## src/rtl/slc_pkg.sv

```systemverilog
// slc_pkg: types, codes and constants shared by the shell command lexer.
// No dependencies; imported by every module of the block.
package slc_pkg;

  // Configuration
  localparam int            MAX_TOKENS_DEF = 256;
  localparam int            CAP_W          = 9;
  localparam logic [CAP_W-1:0] CAP_RESET   = 9'd32;
  localparam int            ADDR_W         = 3;
  localparam int            DATA_W         = 32;
  localparam logic          REG_TOKEN_CAPACITY = 1'b0;

  // Result queue depth
  localparam int FIFO_DEPTH = 4;
  localparam int FIFO_PTR_W = $clog2(FIFO_DEPTH);
  localparam int FIFO_CNT_W = $clog2(FIFO_DEPTH + 1);

  // Character codes
  localparam logic [7:0] CH_SPACE  = 8'h20;
  localparam logic [7:0] CH_TAB    = 8'h09;
  localparam logic [7:0] CH_CR     = 8'h0d;
  localparam logic [7:0] CH_LF     = 8'h0a;
  localparam logic [7:0] CH_BAR    = 8'h7c;
  localparam logic [7:0] CH_GT     = 8'h3e;
  localparam logic [7:0] CH_LT     = 8'h3c;
  localparam logic [7:0] CH_SEMI   = 8'h3b;
  localparam logic [7:0] CH_AMP    = 8'h26;
  localparam logic [7:0] CH_SQUOTE = 8'h27;
  localparam logic [7:0] CH_DQUOTE = 8'h22;

  typedef enum logic [3:0] {
    KIND_BYTE         = 4'd0,
    KIND_WORD_END     = 4'd1,
    KIND_NEWLINE      = 4'd2,
    KIND_PIPE         = 4'd3,
    KIND_OR_OR        = 4'd4,
    KIND_AND_AND      = 4'd5,
    KIND_REDIR_OUT    = 4'd6,
    KIND_REDIR_APPEND = 4'd7,
    KIND_REDIR_IN     = 4'd8,
    KIND_SEMI         = 4'd9,
    KIND_EOF          = 4'd10
  } token_kind_t;

  typedef enum logic [1:0] {
    ERR_NONE        = 2'd0,
    ERR_EXHAUSTED   = 2'd1,
    ERR_OPEN_SINGLE = 2'd2,
    ERR_OPEN_DOUBLE = 2'd3
  } error_code_t;

  typedef enum logic [2:0] {
    MODE_IDLE,
    MODE_BAR,
    MODE_AMP,
    MODE_GT,
    MODE_WORD,
    MODE_SQ,
    MODE_DQ,
    MODE_DISCARD
  } lex_mode_t;

  typedef struct packed {
    token_kind_t kind;
    logic [7:0]  data;
    logic        sq;
    logic        dq;
    error_code_t err;
    logic        last;
  } result_t;

  // Up to two results per input transaction
  typedef struct packed {
    logic [1:0] count;
    result_t    first;
    result_t    second;
  } result_pair_t;

endpackage

```

## src/rtl/shell_command_lexer.sv

```systemverilog
// shell_command_lexer: top level with the capacity register (APB) and the
// lexer core feeding a four-entry result queue. Depends on slc_pkg,
// slc_lexer and slc_result_fifo.
// An accepted byte's results are registered into the queue, whose head drives the output.
// Throughput: one byte per cycle while in_ready is high; a byte that closes a token and
// starts another can give two results, and the output drains at one per cycle while out_ready is high.
// The queue admits a byte while it holds two or fewer results.
// Reset (synchronous, rst high) empties the queue, returns the lexer to
// between tokens with zero count, and sets token_capacity to 32.
module shell_command_lexer #(
  parameter int MAX_TOKENS = slc_pkg::MAX_TOKENS_DEF
) (
  input  logic                        clk,
  input  logic                        rst,
  input  logic                        in_valid,
  output logic                        in_ready,
  input  logic [7:0]                  char_in,
  input  logic                        end_of_input,
  output logic                        out_valid,
  input  logic                        out_ready,
  output logic [3:0]                  token_kind,
  output logic [7:0]                  word_byte,
  output logic                        single_quoted,
  output logic                        double_quoted,
  output logic [1:0]                  error_code,
  output logic                        last_of_run,
  input  logic                        psel,
  input  logic                        penable,
  input  logic                        pwrite,
  input  logic [slc_pkg::ADDR_W-1:0]  paddr,
  input  logic [slc_pkg::DATA_W-1:0]  pwdata,
  output logic [slc_pkg::DATA_W-1:0]  prdata,
  output logic                        pready
);
  import slc_pkg::*;

  logic [CAP_W-1:0] token_capacity;
  logic             reg_index;
  logic             accept;
  result_pair_t     push;
  result_t          head;

  assign pready    = 1'b1;
  assign reg_index = paddr[2];
  assign prdata    = (reg_index == REG_TOKEN_CAPACITY) ?
                     DATA_W'(token_capacity) : '0;

  always_ff @(posedge clk) begin
    if (rst) begin
      token_capacity <= CAP_RESET;
    end else if (psel && penable && pwrite && pready &&
                 reg_index == REG_TOKEN_CAPACITY) begin
      token_capacity <= pwdata[CAP_W-1:0];
    end
  end

  assign accept = in_valid && in_ready;

  slc_lexer #(
    .MAX_TOKENS(MAX_TOKENS)
  ) u_lexer (
    .clk            (clk),
    .rst            (rst),
    .accept         (accept),
    .char_in        (char_in),
    .end_of_input   (end_of_input),
    .token_capacity (token_capacity),
    .push           (push)
  );

  slc_result_fifo u_fifo (
    .clk       (clk),
    .rst       (rst),
    .push      (push),
    .space_ok  (in_ready),
    .out_valid (out_valid),
    .out_ready (out_ready),
    .head      (head)
  );

  assign token_kind    = head.kind;
  assign word_byte     = head.data;
  assign single_quoted = head.sq;
  assign double_quoted = head.dq;
  assign error_code    = head.err;
  assign last_of_run   = head.last;

endmodule

```

## src/rtl/slc_lexer.sv

```systemverilog
// slc_lexer: lexer state and the single-pass decode of one input byte into
// up to two results. Depends on slc_pkg.
module slc_lexer #(
  parameter int MAX_TOKENS = slc_pkg::MAX_TOKENS_DEF
) (
  input  logic                        clk,
  input  logic                        rst,
  input  logic                        accept,
  input  logic [7:0]                  char_in,
  input  logic                        end_of_input,
  input  logic [slc_pkg::CAP_W-1:0]   token_capacity,
  output slc_pkg::result_pair_t       push
);
  import slc_pkg::*;

  localparam int LW = ($clog2(MAX_TOKENS + 1) > CAP_W) ? $clog2(MAX_TOKENS + 1) : CAP_W;

  lex_mode_t   mode, mode_next;
  logic        has_text, has_text_next;
  logic        sq_flag, sq_flag_next;
  logic        dq_flag, dq_flag_next;
  logic [LW-1:0] tokens_emitted, tokens_emitted_next;

  // Fresh-token decode of the byte
  logic        f_emit, f_text, f_sq, f_dq;
  token_kind_t f_kind;
  lex_mode_t   f_mode;
  logic        is_sep;

  // First phase: operator/word closing or word byte
  logic        a_req, a_sq, a_dq, a_put;
  token_kind_t a_kind, a_put_kind;
  error_code_t a_put_err;
  logic [7:0]  a_put_data;
  logic        b_fresh, b_eof;
  lex_mode_t   mode_a;
  logic        text_a, sq_a, dq_a;

  logic [LW-1:0] cap_ext, lim, cnt_a;
  logic        a_refused, b_run_fresh, b_run_eof, b_req, b_put, b_refused;
  token_kind_t b_kind;
  logic        a_any, b_any;
  result_t     ra, rb;

  always_comb begin
    f_emit = 1'b0;
    f_text = 1'b0;
    f_sq   = 1'b0;
    f_dq   = 1'b0;
    f_kind = KIND_NEWLINE;
    f_mode = MODE_IDLE;
    is_sep = 1'b1;
    case (char_in) inside
      CH_SPACE, CH_TAB, CH_CR: begin
      end
      CH_LF: begin
        f_emit = 1'b1;
        f_kind = KIND_NEWLINE;
      end
      CH_BAR:  f_mode = MODE_BAR;
      CH_AMP:  f_mode = MODE_AMP;
      CH_GT:   f_mode = MODE_GT;
      CH_LT: begin
        f_emit = 1'b1;
        f_kind = KIND_REDIR_IN;
      end
      CH_SEMI: begin
        f_emit = 1'b1;
        f_kind = KIND_SEMI;
      end
      CH_SQUOTE: begin
        is_sep = 1'b0;
        f_sq   = 1'b1;
        f_mode = MODE_SQ;
      end
      CH_DQUOTE: begin
        is_sep = 1'b0;
        f_dq   = 1'b1;
        f_mode = MODE_DQ;
      end
      default: begin
        is_sep = 1'b0;
        f_text = 1'b1;
        f_mode = MODE_WORD;
      end
    endcase
  end

  always_comb begin
    a_req      = 1'b0;
    a_kind     = KIND_PIPE;
    a_sq       = 1'b0;
    a_dq       = 1'b0;
    a_put      = 1'b0;
    a_put_kind = KIND_BYTE;
    a_put_err  = ERR_NONE;
    a_put_data = char_in;
    b_fresh    = 1'b0;
    b_eof      = 1'b0;
    mode_a     = mode;
    text_a     = has_text;
    sq_a       = sq_flag;
    dq_a       = dq_flag;
    if (end_of_input) begin
      a_put_data = 8'h00;
      unique case (mode)
        MODE_DISCARD: begin
        end
        MODE_BAR: begin
          a_req  = 1'b1;
          a_kind = KIND_PIPE;
          b_eof  = 1'b1;
        end
        MODE_GT: begin
          a_req  = 1'b1;
          a_kind = KIND_REDIR_OUT;
          b_eof  = 1'b1;
        end
        MODE_WORD: begin
          a_req  = has_text;
          a_kind = KIND_WORD_END;
          a_sq   = sq_flag;
          a_dq   = dq_flag;
          b_eof  = 1'b1;
        end
        MODE_SQ: begin
          a_put      = 1'b1;
          a_put_kind = KIND_EOF;
          a_put_err  = ERR_OPEN_SINGLE;
        end
        MODE_DQ: begin
          a_put      = 1'b1;
          a_put_kind = KIND_EOF;
          a_put_err  = ERR_OPEN_DOUBLE;
        end
        MODE_IDLE, MODE_AMP: b_eof = 1'b1;
      endcase
    end else begin
      unique case (mode)
        MODE_DISCARD: begin
        end
        MODE_BAR: begin
          mode_a = MODE_IDLE;
          a_req  = 1'b1;
          if (char_in == CH_BAR) begin
            a_kind = KIND_OR_OR;
          end else begin
            a_kind  = KIND_PIPE;
            b_fresh = 1'b1;
          end
        end
        MODE_AMP: begin
          mode_a = MODE_IDLE;
          if (char_in == CH_AMP) begin
            a_req  = 1'b1;
            a_kind = KIND_AND_AND;
          end else begin
            b_fresh = 1'b1;  // lone ampersand is dropped
          end
        end
        MODE_GT: begin
          mode_a = MODE_IDLE;
          a_req  = 1'b1;
          if (char_in == CH_GT) begin
            a_kind = KIND_REDIR_APPEND;
          end else begin
            a_kind  = KIND_REDIR_OUT;
            b_fresh = 1'b1;
          end
        end
        MODE_WORD: begin
          if (is_sep) begin
            mode_a = MODE_IDLE;
            text_a = 1'b0;
            sq_a   = 1'b0;
            dq_a   = 1'b0;
            // A word of only empty quotes swallows its delimiter
            if (has_text) begin
              a_req   = 1'b1;
              a_kind  = KIND_WORD_END;
              a_sq    = sq_flag;
              a_dq    = dq_flag;
              b_fresh = 1'b1;
            end
          end else if (char_in == CH_SQUOTE) begin
            sq_a   = 1'b1;
            mode_a = MODE_SQ;
          end else if (char_in == CH_DQUOTE) begin
            dq_a   = 1'b1;
            mode_a = MODE_DQ;
          end else begin
            text_a = 1'b1;
            a_put  = 1'b1;
          end
        end
        MODE_SQ: begin
          if (char_in == CH_SQUOTE) begin
            mode_a = MODE_WORD;
          end else begin
            text_a = 1'b1;
            a_put  = 1'b1;
          end
        end
        MODE_DQ: begin
          if (char_in == CH_DQUOTE) begin
            mode_a = MODE_WORD;
          end else begin
            text_a = 1'b1;
            a_put  = 1'b1;
          end
        end
        MODE_IDLE: b_fresh = 1'b1;
      endcase
    end
  end

  // Capacity checks for the two counted tokens one byte can produce
  always_comb begin
    cap_ext     = LW'(token_capacity);
    lim         = (cap_ext > LW'(MAX_TOKENS)) ? LW'(MAX_TOKENS) : cap_ext;
    a_refused   = a_req && (tokens_emitted >= lim);
    cnt_a       = tokens_emitted + LW'(a_req && !a_refused);
    b_run_fresh = b_fresh && !a_refused;
    b_run_eof   = b_eof && !a_refused;
    b_req       = b_run_eof || (b_run_fresh && f_emit);
    b_kind      = b_run_eof ? KIND_EOF : f_kind;
    b_put       = b_run_fresh && f_text;
    b_refused   = b_req && (cnt_a >= lim);
  end

  // Next state
  always_comb begin
    mode_next           = mode_a;
    has_text_next       = text_a;
    sq_flag_next        = sq_a;
    dq_flag_next        = dq_a;
    tokens_emitted_next = cnt_a + LW'(b_req && !b_refused);
    if (b_run_fresh) begin
      mode_next     = f_mode;
      has_text_next = text_a | f_text;
      sq_flag_next  = sq_a | f_sq;
      dq_flag_next  = dq_a | f_dq;
    end
    if (a_refused || b_refused) begin
      mode_next = MODE_DISCARD;
    end
    if (end_of_input) begin
      mode_next           = MODE_IDLE;
      has_text_next       = 1'b0;
      sq_flag_next        = 1'b0;
      dq_flag_next        = 1'b0;
      tokens_emitted_next = '0;
    end
  end

  // Results
  always_comb begin
    a_any = a_put || a_req;
    b_any = b_put || b_req;
    if (a_put) begin
      ra = '{kind: a_put_kind, data: a_put_data, sq: 1'b0, dq: 1'b0,
             err: a_put_err, last: 1'b0};
    end else begin
      ra = '{kind: a_kind, data: 8'h00, sq: a_sq, dq: a_dq,
             err: a_refused ? ERR_EXHAUSTED : ERR_NONE, last: 1'b0};
    end
    if (b_put) begin
      rb = '{kind: KIND_BYTE, data: char_in, sq: 1'b0, dq: 1'b0,
             err: ERR_NONE, last: 1'b1};
    end else begin
      rb = '{kind: b_kind, data: 8'h00, sq: 1'b0, dq: 1'b0,
             err: b_refused ? ERR_EXHAUSTED : ERR_NONE, last: 1'b1};
    end
    ra.last     = !b_any;
    push.first  = a_any ? ra : rb;
    push.second = rb;
    push.count  = accept ? ({1'b0, a_any} + {1'b0, b_any}) : 2'd0;
  end

  always_ff @(posedge clk) begin
    if (rst) begin
      mode           <= MODE_IDLE;
      has_text       <= 1'b0;
      sq_flag        <= 1'b0;
      dq_flag        <= 1'b0;
      tokens_emitted <= '0;
    end else if (accept) begin
      mode           <= mode_next;
      has_text       <= has_text_next;
      sq_flag        <= sq_flag_next;
      dq_flag        <= dq_flag_next;
      tokens_emitted <= tokens_emitted_next;
    end
  end

endmodule

```

## src/rtl/slc_result_fifo.sv

```systemverilog
// slc_result_fifo: small result queue taking up to two results per cycle
// and handing out one per output transaction. Depends on slc_pkg.
module slc_result_fifo (
  input  logic                   clk,
  input  logic                   rst,
  input  slc_pkg::result_pair_t  push,
  output logic                   space_ok,
  output logic                   out_valid,
  input  logic                   out_ready,
  output slc_pkg::result_t       head
);
  import slc_pkg::*;

  result_t                 mem [FIFO_DEPTH];
  logic [FIFO_PTR_W-1:0]   wr_ptr, rd_ptr;
  logic [FIFO_CNT_W-1:0]   count, count_next;
  logic                    pop;

  // Room for the worst case of two results
  assign space_ok  = count <= FIFO_CNT_W'(FIFO_DEPTH - 2);
  assign out_valid = count != '0;
  assign pop       = out_valid && out_ready;
  assign head      = mem[rd_ptr];
  assign count_next = count + FIFO_CNT_W'(push.count) - FIFO_CNT_W'(pop);

  always_ff @(posedge clk) begin
    if (push.count != 2'd0) begin
      mem[wr_ptr] <= push.first;
    end
    if (push.count == 2'd2) begin
      mem[wr_ptr + FIFO_PTR_W'(1)] <= push.second;
    end
  end

  always_ff @(posedge clk) begin
    if (rst) begin
      wr_ptr <= '0;
      rd_ptr <= '0;
      count  <= '0;
    end else begin
      wr_ptr <= wr_ptr + FIFO_PTR_W'(push.count);
      rd_ptr <= rd_ptr + FIFO_PTR_W'(pop);
      count  <= count_next;
    end
  end

endmodule

```

## config.mk

```make
export PLATFORM = sky130hd
export DESIGN_NAME = shell_command_lexer
export DESIGN_NICKNAME = d
export VERILOG_FILES = /design/src/rtl/slc_pkg.sv /design/src/rtl/shell_command_lexer.sv /design/src/rtl/slc_lexer.sv /design/src/rtl/slc_result_fifo.sv
export SDC_FILE = /design/constraint.sdc
export NUM_CORES = 1
export LEC_CHECK = 0
export BUFFER_PORTS_ARGS = -buffer_cell sky130_fd_sc_hd__buf_2
export CAP_MARGIN = 20
export CORE_ASPECT_RATIO = 1.4
export CORE_UTILIZATION = 30
export CTS_BUF_LIST = sky130_fd_sc_hd__clkbuf_2
export DETAILED_ROUTE_END_ITERATION = 10
export PLACE_DENSITY_LB_ADDON = 0.12
export SLEW_MARGIN = 0
export SYNTH_ARGS = -nofsm -noshare
export SYNTH_HDL_FRONTEND = slang
export SYNTH_SLANG_ARGS = --single-unit
```

## constraint.sdc

```tcl
create_clock -name clk -period 13.3 [get_ports clk]
set_clock_uncertainty 0.1 [all_clocks]
set_input_delay 2.66 -clock clk [delete_from_list [all_inputs] [get_ports clk]]
set_output_delay 2.66 -clock clk [all_outputs]
set_load 0.01 [all_outputs]
```

==> metrics.txt <==
status=completed; top cell type's share of synthesized area=a little under a quarter; FMAX=133 MHz; grt ovf=0; register area share after synthesis=between 40 and 50%; chip height=169 µm; Slew Limit Fails=0; worst hold path class=register to register; Max-Slew Margin vs Limit=around a third; DR WL/cell=17.2 µm; Final Util=33.5%; synth cell count leaders=nand2_1 (63), dfxtp_1 (51), nor2b_1 (50); critical path type=input pin to register; WL final=between 15 and 20 mm; DRC errors left=0; RSZ-0062 raised after global routing=no; Post-Synthesis Cells=around 630; first drt pass iteration count=5; Num Clock Sinks=between 90 and 100; CTS Buffer Depth=2; Period minus WS final=roughly 7.5 ns; cell taking the most area after synthesis=edfxtp_1; Critical Path End Type=register; antenna violation net count after detailed routing=0; Vias=approximately 4,800; postcts setup bufs=0; Post-CTS Hold Buffers=0; number of synthesized register bits=99; Final GP Congestion=approximately 0.87; Main synth FF type=dfxtp_1; initial antenna violation count=1; critical path arrival=around 8.0 ns; first-pass GRT wire length=around 26 mm; Max-Cap Viols=0; syn_area_per_cell=~9.5 µm²; Num CTS Buffers=9; IO buf count=53; Post-synth EDFFs=between 40 and 50; Pleak=~2.4 nW; layout cells sized above 1=14.8%; synth warn=0; Worst-Margin Slew=~1 ns; routed vias/inst=5.16; Fin Hold WS=about 0.39 ns; largest net degree at the start of global routing=32; # IOs=between 100 and 150; Die ar.=20,600 µm²; Root Driver=clkbuf_2; hpwl dp=~12 mm; final hold violation count=0; crit path max fanout=11; pre-CTS setup slack=between 5 and 6 ns; cell with the most instances after synthesis=nand2_1; CTS tree=done; final setup TNS=0 ns; Total GRT Usage=16.3%; area grow syn2layout=8.52%; PostCTS Resize Cnt=0; ys async rst share=0%; dominant cells by area after synthesis=edfxtp_1 (24%), dfxtp_1 (17%), mux4_2 (6.4%), ha_1 (6.0%), nor2b_1 (5.2%); setup ws final=around 5.8 ns; vias in the first global route=around 4,800; htree depth=3; pwr dens=between 100 and 150 nW/µm²; final net count=about 740; Initial Utilization=between 30% and 40%; row count=60; Critical Path RT=13.80 ns; Initial DRC Count=~230; core area=19,400 µm²; Worst setup SP type=input pin; # setup viols final=0; fin crit share=56.6%; Die Wd=roughly 120 µm; clock transition at the registers of the reported paths=roughly 0.30 ns; maximum vdd drop=35.0 µV; clock latency on the worst-skew pair=between 0.6 and 0.7 ns; post-synthesis instance area=6010 µm²; Unique masters post-synth=between 60 and 70
-- cell usage in the layout (no fill, tap or decap), drive strengths merged, types with 9 or more instances in the layout --
master,Yosys,layout
nor2b,50,50
edfxtp,48,48
or3,9,9
nor3,15,15
ha,29,29
buf,29,56
nand2,63,63
clkbuf,29,9
dfxtp,51,51
nand4,9,9
nand3,10,10
o21ai,37,37
a21oi,31,31
o22ai,16,16
and2,9,9
xnor2,10,10
nor2,43,43
mux4,17,17
conb,2,24
inv,17,23
-- cell type report --
| cell class | instances | area (µm²) |
|---|---|---|
| clock inverter | 7 | 65.1 |
| multi-input combinational | 479 | 3250 |
| timing repair buffer | 56 | 308 |
| clock buffer | 9 | 45.0 |
| sequential | 99 | 2460 |
| fill | 2014 | 12900 |
| inverter | 18 | 67.6 |
| tap | 248 | 310 |
| antenna | 5 | 12.5 |
-- power by group --
group | switching (W) | internal [W] | leakage, nW
Sequential | 0.0000186 | 0.000347 | 0.855
Clock | 0.000121 | 0.0000309 | 0.0692
Combinational | 0.000119 | 0.0000925 | 1.48
-- path summary, 6_finish.rpt --
path / from / endpoint / slack, ns / depth (start not counted)
min reg2reg: u_fifo.mem[3][3] / u_fifo.mem[3][3] / 0.39 / 2
min: u_fifo.mem[3][3] / u_fifo.mem[3][3] / 0.39 / 2
max: char_in[7] / u_lexer.tokens_emitted[6] / 5.77 / 24
max reg2reg: u_lexer.mode[2] / u_lexer.tokens_emitted[6] / 7.50 / 23
-- state kept, by name, indices dropped and copies added (netlist names) --
register,cells
u_lexer.sq_flag,1
u_fifo.mem,68
u_fifo.rd_ptr,2
token_capacity,9
u_lexer.dq_flag,1
u_lexer.mode,3
u_lexer.tokens_emitted,9
u_fifo.count,3
u_lexer.has_text,1
u_fifo.wr_ptr,2
-- metrics by stage --
step | power [W] | area (µm²) | instances
final | 0.000729 | 6520 | 921
after global routing | 0.000776 | 6520 | 921
after CTS | 0.000738 | 6480 | 915
after detailed placement | 0.000585 | 6370 | 899
after global placement | 0.000581 | 6370 | 899
after floorplan | 0.000523 | 6090 | 654
-- metal layers --
layer | share of wire [%] | vias to the layer above | global-route usage, %
met1 | 41 | 2288 | 18.7
met4 | 2.7 | 0 | 7.57
met5 | 0 | - | 0
li1 | - | 2333 | -
met2 | 53 | 113 | 29.7
met3 | 2.9 | 22 | 1.81
-- worst max-delay path, cell delays in order --
cell	delay, ns
buf_2	0.17
nor3_1	0.44
nand4b_1	0.14
a21oi_1	0.51
o41a_1	0.46
and2_1	0.26
ha_1	0.18
ha_1	0.29
nand3_1	0.15
nor2_1	0.18
xor2_1	0.25
ha_1	0.29
a211oi_1	0.22
o21a_1	0.15
o21bai_1	0.12
nor2_1	0.12
ha_1	0.19
ha_1	0.25
nor2b_1	0.16
a22o_1	0.14
a32o_1	0.16
nand2_1	0.07
or3_1	0.32
a21oi_1	0.14
-- logic make-up after synthesis --
group,share of synthesized area [%]
buffers and inverters,6.31
XOR/XNOR,2.48
multiplexers,6.56
AO/OA/AOI/OAI,16.1
adder cells (fa/ha/maj),6.37
AND/OR/NAND/NOR,21.1
other,0.125
flip-flops,41.0
Note: power is estimated with default switching activity, not from simulation.
